`config.mk`:
```
export PLATFORM = sky130hd
export DESIGN_NAME = base64_stream_encoder_top
export DESIGN_NICKNAME = d
export VERILOG_FILES = /design/src/hw/rtl/b64enc_pkg.sv /design/src/hw/rtl/b64enc_front.sv /design/src/hw/rtl/b64enc_queue.sv /design/src/hw/rtl/b64enc_back.sv /design/src/hw/rtl/base64_stream_encoder_top.sv
export SDC_FILE = /design/constraint.sdc
export NUM_CORES = 1
export LEC_CHECK = 0
export BUFFER_PORTS_ARGS = -buffer_cell sky130_fd_sc_hd__buf_2
export CAP_MARGIN = 20
export CORE_AREA = 4 4 78 116
export CTS_CLUSTER_SIZE = 25
export DETAILED_ROUTE_END_ITERATION = 7
export DIE_AREA = 0 0 82 120
export MAX_ROUTING_LAYER = met4
export PLACE_DENSITY = 0.8
export SLEW_MARGIN = 0
export SYNTH_ARGS = -nofsm -noshare
export SYNTH_HDL_FRONTEND = slang
export SYNTH_SLANG_ARGS = --single-unit
```
`constraint.sdc`:
```
create_clock -name clk -period 3.3 [get_ports clk]
set_clock_uncertainty 0.1 [all_clocks]
set_input_delay 0.66 -clock clk [delete_from_list [all_inputs] [get_ports clk]]
set_output_delay 0.66 -clock clk [all_outputs]
set_load 0.02 [all_outputs]
```
`src/hw/rtl/b64enc_pkg.sv`:
```
// shared types, constants and the character mapping function of the base64 encoder
// no dependencies
package b64enc_pkg;

  localparam logic [1:0] PH0 = 2'd0;
  localparam logic [1:0] PH1 = 2'd1;
  localparam logic [1:0] PH2 = 2'd2;

  localparam logic [7:0] PAD_CHAR = 8'h3D;

  localparam int QDEPTH = 2;
  localparam int QPTR_W = $clog2(QDEPTH);
  localparam int QCNT_W = $clog2(QDEPTH + 1);

  typedef struct packed {
    logic [7:0] data_byte;
    logic       final_byte;
  } in_item_t;

  typedef struct packed {
    logic [7:0] char_code;
    logic       end_of_text;
  } out_item_t;

  // characters produced by one accepted byte
  typedef struct packed {
    logic [3:0][7:0] chars;
    logic [1:0]      last_idx;
    logic            eot;
  } job_t;

  function automatic logic [7:0] b64_char(input logic [5:0] v);
    logic [7:0] w;
    w = {2'b00, v};
    if (v < 6'd26) return w + 8'h41;
    else if (v < 6'd52) return w + 8'h47;
    else if (v < 6'd62) return w - 8'd4;
    else if (v == 6'd62) return 8'h2B;
    else return 8'h2F;
  endfunction

endpackage

```
`src/hw/rtl/b64enc_front.sv`:
```
// front end: accepts bytes, tracks group phase and leftover bits, builds jobs
// depends on b64enc_pkg
module b64enc_front (
  input  logic                clk,
  input  logic                rst,
  input  logic                byte_valid,
  output logic                byte_stall,
  input  b64enc_pkg::in_item_t byte_item,
  input  logic                q_full,
  output logic                q_push,
  output b64enc_pkg::job_t    q_job
);

  logic [3:0] pending;
  logic [3:0] pending_next;
  logic [1:0] phase;
  logic [1:0] phase_next;

  logic [7:0] b;
  logic [3:0] np;
  logic [1:0] nph;

  assign byte_stall = q_full;
  assign q_push     = byte_valid && !q_full;
  assign b          = byte_item.data_byte;

  always_comb begin
    q_job.chars    = '0;
    q_job.last_idx = 2'd0;
    q_job.eot      = byte_item.final_byte;
    unique case (phase)
      b64enc_pkg::PH1: begin
        q_job.chars[0] = b64enc_pkg::b64_char({pending[1:0], b[7:4]});
        np  = b[3:0];
        nph = b64enc_pkg::PH2;
      end
      b64enc_pkg::PH2: begin
        q_job.chars[0] = b64enc_pkg::b64_char({pending, b[7:6]});
        q_job.chars[1] = b64enc_pkg::b64_char(b[5:0]);
        q_job.last_idx = 2'd1;
        np  = 4'd0;
        nph = b64enc_pkg::PH0;
      end
      default: begin
        q_job.chars[0] = b64enc_pkg::b64_char(b[7:2]);
        np  = {2'b00, b[1:0]};
        nph = b64enc_pkg::PH1;
      end
    endcase

    // flush leftover bits and pad on the last byte of a message
    if (byte_item.final_byte) begin
      if (nph == b64enc_pkg::PH1) begin
        q_job.chars[1] = b64enc_pkg::b64_char({np[1:0], 4'b0000});
        q_job.chars[2] = b64enc_pkg::PAD_CHAR;
        q_job.chars[3] = b64enc_pkg::PAD_CHAR;
        q_job.last_idx = 2'd3;
      end else if (nph == b64enc_pkg::PH2) begin
        q_job.chars[1] = b64enc_pkg::b64_char({np, 2'b00});
        q_job.chars[2] = b64enc_pkg::PAD_CHAR;
        q_job.last_idx = 2'd2;
      end
      pending_next = 4'd0;
      phase_next   = b64enc_pkg::PH0;
    end else begin
      pending_next = np;
      phase_next   = nph;
    end
  end

  always_ff @(posedge clk) begin
    if (rst) begin
      pending <= 4'd0;
      phase   <= b64enc_pkg::PH0;
    end else if (q_push) begin
      pending <= pending_next;
      phase   <= phase_next;
    end
  end

endmodule

```
`src/hw/rtl/b64enc_queue.sv`:
```
// short job queue between the front end and the character serializer
// depends on b64enc_pkg
module b64enc_queue (
  input  logic             clk,
  input  logic             rst,
  input  logic             push,
  input  b64enc_pkg::job_t push_job,
  output logic             full,
  input  logic             pop,
  output b64enc_pkg::job_t head_job,
  output logic             empty
);

  b64enc_pkg::job_t entries [b64enc_pkg::QDEPTH];

  logic [b64enc_pkg::QPTR_W-1:0] wr_ptr;
  logic [b64enc_pkg::QPTR_W-1:0] rd_ptr;
  logic [b64enc_pkg::QCNT_W-1:0] count;

  assign full     = (count == b64enc_pkg::QCNT_W'(b64enc_pkg::QDEPTH));
  assign empty    = (count == '0);
  assign head_job = entries[rd_ptr];

  always_ff @(posedge clk) begin
    if (push) begin
      entries[wr_ptr] <= push_job;
    end
  end

  always_ff @(posedge clk) begin
    if (rst) begin
      wr_ptr <= '0;
      rd_ptr <= '0;
      count  <= '0;
    end else begin
      if (push) begin
        wr_ptr <= (wr_ptr == b64enc_pkg::QPTR_W'(b64enc_pkg::QDEPTH - 1)) ? '0 : wr_ptr + 1'b1;
      end
      if (pop) begin
        rd_ptr <= (rd_ptr == b64enc_pkg::QPTR_W'(b64enc_pkg::QDEPTH - 1)) ? '0 : rd_ptr + 1'b1;
      end
      if (push && !pop) begin
        count <= count + 1'b1;
      end else if (pop && !push) begin
        count <= count - 1'b1;
      end
    end
  end

endmodule

```
`src/hw/rtl/b64enc_back.sv`:
```
// back end: walks each job one character per cycle, while the output is not stalled, into the output register
// depends on b64enc_pkg
module b64enc_back (
  input  logic                  clk,
  input  logic                  rst,
  input  b64enc_pkg::job_t      head_job,
  input  logic                  q_empty,
  output logic                  q_pop,
  output logic                  char_valid,
  input  logic                  char_stall,
  output b64enc_pkg::out_item_t char_item
);

  logic [1:0] idx;
  logic       load;
  logic       at_last;

  assign load    = !char_valid || !char_stall;
  assign at_last = (idx == head_job.last_idx);
  assign q_pop   = load && !q_empty && at_last;

  always_ff @(posedge clk) begin
    if (rst) begin
      char_valid <= 1'b0;
      idx        <= 2'd0;
    end else if (load) begin
      char_valid <= !q_empty;
      if (!q_empty) begin
        char_item.char_code   <= head_job.chars[idx];
        char_item.end_of_text <= head_job.eot && at_last;
        idx                   <= at_last ? 2'd0 : idx + 2'd1;
      end
    end
  end

endmodule

```
`src/hw/rtl/base64_stream_encoder_top.sv`:
```
// path: a byte's job goes into a queue entry, and its first character then into the output register
// throughput: one character per cycle out while char_stall is low; a byte gives one or two characters,
//   a final byte two to four; the two-entry queue takes a byte in any cycle in which it is not full
// reset: synchronous, clears group phase, leftover bits, queue and output valid
// top level of the base64 stream encoder; uses b64enc_pkg, front, queue, back
module base64_stream_encoder_top (
  input  logic                  clk,
  input  logic                  rst,
  input  logic                  byte_valid,
  output logic                  byte_stall,
  input  b64enc_pkg::in_item_t  byte_item,
  output logic                  char_valid,
  input  logic                  char_stall,
  output b64enc_pkg::out_item_t char_item
);

  logic             q_push;
  logic             q_full;
  logic             q_pop;
  logic             q_empty;
  b64enc_pkg::job_t push_job;
  b64enc_pkg::job_t head_job;

  b64enc_front u_front (
    .clk        (clk),
    .rst        (rst),
    .byte_valid (byte_valid),
    .byte_stall (byte_stall),
    .byte_item  (byte_item),
    .q_full     (q_full),
    .q_push     (q_push),
    .q_job      (push_job)
  );

  b64enc_queue u_queue (
    .clk      (clk),
    .rst      (rst),
    .push     (q_push),
    .push_job (push_job),
    .full     (q_full),
    .pop      (q_pop),
    .head_job (head_job),
    .empty    (q_empty)
  );

  b64enc_back u_back (
    .clk        (clk),
    .rst        (rst),
    .head_job   (head_job),
    .q_empty    (q_empty),
    .q_pop      (q_pop),
    .char_valid (char_valid),
    .char_stall (char_stall),
    .char_item  (char_item)
  );

endmodule

```
; ---- After elaboration in Yosys (flattened, before gate mapping)
; Memories as Yosys holds them, arrays and structs flattened. A register that Yosys moved wholly into a read port is not among the register bits.
; Index checks and enable logic that the tools add are counted.
[word_totals]
ram_bits = 70
output_inout_bits = 11
memories = 1
elab_cells = 128
register_bits = 22
input_bits = 13
[mem_list]
columns = name, words, word_bits, read_ports, rd_clocked_by_memory_dff, write_ports, line_no
row1 = u_queue.entries, 2, 35, 1, 1, 1, b64enc_queue.sv:14  ; b64enc_pkg::job_t entries [b64enc_pkg::QDEPTH];
[op_classes]
n_mux = 47
add_sub_neg = 23
reduce_logical = 17
n_eq_ne = 10
order_cmp = 19
n_bitwise = 2
[ops]
columns = op, count
row1 = 8-bit two-way mux, 20
row2 = 6-bit by 7-bit adder with 8-bit output (second input constant), 12
row3 = 6-bit < comparator (second input constant), 12
row4 = 6-bit by 3-bit subtractor with 7-bit output (second input constant), 6
row5 = 6-bit by 5-bit < comparator with 1-bit output (second input constant), 6
row6 = 6-bit == test (second input constant), 4
row7 = 24-bit two-way mux, 1
row8 = 8-bit binary-select mux with 2-bit select, 1
row9 = 16-bit two-way mux, 1
row10 = 8-bit one-hot mux with 2 select lines, 1
row11 = 14-bit two-way mux, 1
row12 = 2-bit two-way mux, 7
row13 = 3-bit two-way mux, 4
row14 = 4-bit one-hot mux with 2 select lines, 1
row15 = 1-bit two-way mux, 7
row16 = 2-bit == test (second input constant), 3
row17 = 1-bit logical AND, 6
row18 = 1-bit logical NOT, 6
row19 = 6-bit two-way mux, 1
row20 = 2-bit by 1-bit adder with 2-bit output (second input constant), 2
row21 = 2-bit by 1-bit == test with 1-bit output (second input constant), 2
row22 = 4-bit two-way mux, 1
row23 = 2-bit one-hot mux with 2 select lines, 1
row24 = 2-bit by 3-bit < comparator with 1-bit output (second input constant), 1
row25 = 9 further kinds, 11

; ---- Longest topological paths before layout
[logic_depth]
word_depth = 9
depth_mapped = 10

; ---- Cells and area by module
; Synthesis repeated with hierarchy kept, for this count alone.
[hier_totals]
cells_unflattened = 524
hier_area_um2 = 5746.8
[by_module_without_submodules]
columns = mod, n_inst, cells_each, seq_area_each_um2, area_per_inst_um2
row1 = b64enc_queue, 1, 131, 2202.1, 2731.4
row2 = b64enc_front, 1, 351, 120.1, 2364.8
row3 = b64enc_back, 1, 42, 330.3, 650.6

; ---- Worst setup path before layout
; Ideal clock, no wire load.
[synth_timing]
kind = in2reg
from = in byte_item[4] in the netlist's numbering
to = mem u_queue.entries[0][12] in the netlist's numbering (data pin)
t_arrival_ns = 2.327
path_stages = 10
setup_ns = 0.267
setup_slack_ns = 0.606
path_cell_list = clkbuf_1 -> buf_2 -> inv_1 -> ha_1 -> nor2b_1 -> clkbuf_1 -> nor2_1 -> mux2_2 -> a31oi_1 -> o22ai_1
[synth_lines]
columns = item, line_no
row1 = start: declaration, base64_stream_encoder_top.sv:11  ; input b64enc_pkg::in_item_t byte_item,
row2 = end: declaration, b64enc_queue.sv:14

==> impl_results.md <==
* Worst setup slack for register-to-register paths at ~0.37 ns
* Destination of the worst hold path: u_back.char_valid
* Count of max-cap constraint violations at 0
* Syn Std Cell Area at roughly 0.0043 mm^2
* Clock H-tree levels at 3
* Routed wire length per instance at between 15 and 20 um
* Maximum number of buffers from clock root to sink at 2
* Final count of pins violating max slew at 0
* Placer congestion estimate at around 0.97
* Sink count of the clock tree at 63
* Number of cells upsized or downsized after cts at 0
* Number of flip-flops and latches in the synthesized netlist at 63
* Setup_tns at 0 ns
* Longest individual stage delay on the worst path at ~0.80 ns
* Peak supply drop at about 0.35 mV
* Sequence of cells on the critical path: inv_1, ha_1, buf_4, o21ai_0, nand2_1, o41ai_1
* Placed wire-length estimate after detailed placement at around 8.6 mm
* Chip Width at 82 um
* Setup bufs post-CTS at 0
* Core footprint at about 0.008 mm^2
* Arrival time reported for the critical path endpoint at ~2.8 ns
* Clock period minus final worst setup slack at between 2 and 3 ns
* Hold WC Path Type: reg -> reg
* Count of cells along the worst hold path at 2
* Via count of the first global-routing pass at 3585
* Number of non-filler instances in the completed layout at 597
* Detail-routed via count per cell at about 6.3
* Pin count of the biggest net entering global routing at 22
* Post-synth net total at a little over 500
* Site Rows at 40
* Cell count after placement at ~580
* Number of antenna repair diodes at 0
* Critical path start-end classification: reg -> reg
* Hold Path Origin: u_back.char_valid
* Number of placed I/O pins at 24
* Post-Place Cell Area at between 0.004 and 0.005 mm^2
* Data required time at the worst endpoint at 3.20 ns
* Fraction of layout cells with a size suffix above 1 at 0.134
* CTS Buf Count at 9
* Endpoints failing setup at 0
* Die height at 120 um
* Critical Path Fanout Max at 12
* Actual slew at the worst max-slew pin at between 0.8 and 0.9 ns
* Filler cell count in the final layout at ~680
* Die outline area at 0.00984 mm^2
* Synth async-reset ratio at 0
* Number of cells traversed by the worst register-to-register path at 6
* Outcome: completed
* Overall Power at 2.79 mW
* Yosys Warn Count at 0
* Area growth from synthesis to final layout at 11.6%
* Hold bufs inserted after CTS at 0
* Final antenna-violating net count at 0
* Post-Synthesis Cells at around 470
* Slowest CP cell: sky130_fd_sc_hd__o41ai_1
* Number of DRC markers in iteration 0 at around 270
* Share of the yosys chip area belonging to registers at 0.404
* Antenna violations before repair at 0
* Pre-Repair DR Iteration Count at 5
* Power Density at 575 mW/mm^2
* Cell with the most instances after synthesis: sky130_fd_sc_hd__edfxtp_1
* Global-route wire length before repair at about 19 mm
* # port buffers at 23
* Clock latency of the later-clocked register in the worst-skew pair at 0.32 ns
* Clock slew seen by the registers of the worst setup and hold paths at roughly 0.05 ns
* WL final at around 11 mm
* Clock tree from TritonCTS: built
* Unrepaired setup endpoints after global routing: false
* Number of synthesized flops with an enable pin at just under 50
* Nature of the critical path endpoint: register
* Post-synth top area cell: sky130_fd_sc_hd__edfxtp_1
* Layout Nets at 526
* Root buf cell: sky130_fd_sc_hd__clkbuf_16
* Total routing usage reported by global routing at 0.257
* Main flop type after synthesis: sky130_fd_sc_hd__edfxtp_1
* Count of unique library cells instantiated by Yosys at 62
* Period Utilization, post-route at 0.888
* Worst Setup Slack post-DPL at roughly 0.3 ns
* Mean Syn Cell Area at just over 9 um^2
* Leading cell types by total area after synthesis: sky130_fd_sc_hd__edfxtp_1, sky130_fd_sc_hd__ha_1, sky130_fd_sc_hd__dfxtp_1
* Via count of the routed design at 3768
* Launch point of the worst reg-to-reg path: u_front.phase[0]
* Reg2Reg Capture Point: u_queue.entries[0][18]
* Slew Limit Headroom at 0.446
* Hold violation count in the final report at 0
* Timing-limited maximum frequency at roughly 340 MHz
* Effective utilization at floorplan at 0.542
* Portion of synthesized cell area occupied by the leading cell type at 0.339
* Worst Setup Start Kind: register
* DRC violations left at 0
* Final std cell area, no fill at about 0.0048 mm^2
* Commonest cells in the netlist: sky130_fd_sc_hd__edfxtp_1, sky130_fd_sc_hd__a21oi_1, sky130_fd_sc_hd__nor2_1, sky130_fd_sc_hd__nand2_1, sky130_fd_sc_hd__o21ai_0
* PnR worst setup slack at about 0.37 ns
* Remaining global-route overflow at 0
* Leakage power at between 1.5 and 2 nW
-- area by class of cell --
class                   instances  area, um^2  share of cell area
multi-input cells             345        2350               0.486
flip-flops and latches         63        1750               0.362
clock buffers                  14         254              0.0525
repair buffers                 39         235              0.0486
well taps                     105         131              0.0271
inverters                      29         109              0.0225
clock inverters                 2        8.76             0.00181
-- power by group --
part	leakage [nW]	total, mW	switching (mW)	internal, mW
Clock	0.128	0.818	0.294	0.524
Combinational	1.13	0.826	0.494	0.332
Sequential	0.575	1.14	0.0838	1.06
-- worst max-delay path: cells and delay by family, from the launching register on --
family	cells	cell delay, ns
adder cells (fa/ha/maj)	1	0.34
buffers and inverters	2	0.28
AO/OA/AOI/OAI	2	1.23
flip-flops	1	0.35
AND/OR/NAND/NOR	1	0.31
-- cell families (layout without fill, tap and decap cells) --
| logic type | after synthesis | count (layout) | synth area share |
|---|---|---|---|
| buffers and inverters | 59 | 84 | 0.0545 |
| adder cells (fa/ha/maj) | 26 | 26 | 0.0749 |
| flip-flops | 63 | 63 | 0.404 |
| AND/OR/NAND/NOR | 151 | 151 | 0.171 |
| multiplexers | 17 | 17 | 0.0643 |
| XOR/XNOR | 18 | 18 | 0.0363 |
| AO/OA/AOI/OAI | 133 | 133 | 0.195 |
-- routing by layer --
layer	up-vias	GRT usage	wire, um
met5	-	-	0
met4	0	0.139	554
met3	28	0.0383	682
met1	1817	0.294	4320
li1	1771	-	-
met2	152	0.422	5880
-- worst max path at each step --
stage,to,startpoint,cells past startpoint
floorplan,u_queue.entries[0][12],byte_item[4],10
global route,u_queue.entries[0][18],u_front.phase[0],6
finish,u_queue.entries[0][18],u_front.phase[0],6
detailed placement,u_queue.entries[1][5],byte_item[5],8
CTS,u_queue.entries[0][18],u_front.phase[0],6
global placement,u_queue.entries[0][5],byte_item[5],8
-- cells in the final DEF (no fill, tap or decap), types with 16 or more instances in the layout --
cell and count:
sky130_fd_sc_hd__edfxtp_1 49, sky130_fd_sc_hd__inv_1 28, sky130_fd_sc_hd__nand2_1 35, sky130_fd_sc_hd__ha_1 26
sky130_fd_sc_hd__nor2_1 38, sky130_fd_sc_hd__buf_4 16, sky130_fd_sc_hd__nand3_1 18, sky130_fd_sc_hd__a21oi_1 38
sky130_fd_sc_hd__o21ai_0 29, sky130_fd_sc_hd__buf_2 23
-- stage by stage --
step | hold WS (ns) | utilization
final | 0.371 | 0.605
after global routing | 0.418 | 0.605
after CTS | 0.375 | 0.605
after detailed placement | 0.369 | 0.572
after global placement | 0.366 | 0.572
after floorplan | 0.374 | -
-- state kept, by name (all words and copies together), names as in the netlist, named ones only --
signal and count:
u_back.char_item 9, u_back.char_valid 1, u_back.idx 2, u_front.pending 4, u_front.phase 2, u_queue.count 2, u_queue.entries 40, u_queue.rd_ptr 1
u_queue.wr_ptr 1
Power figures use the tool's default switching activity.
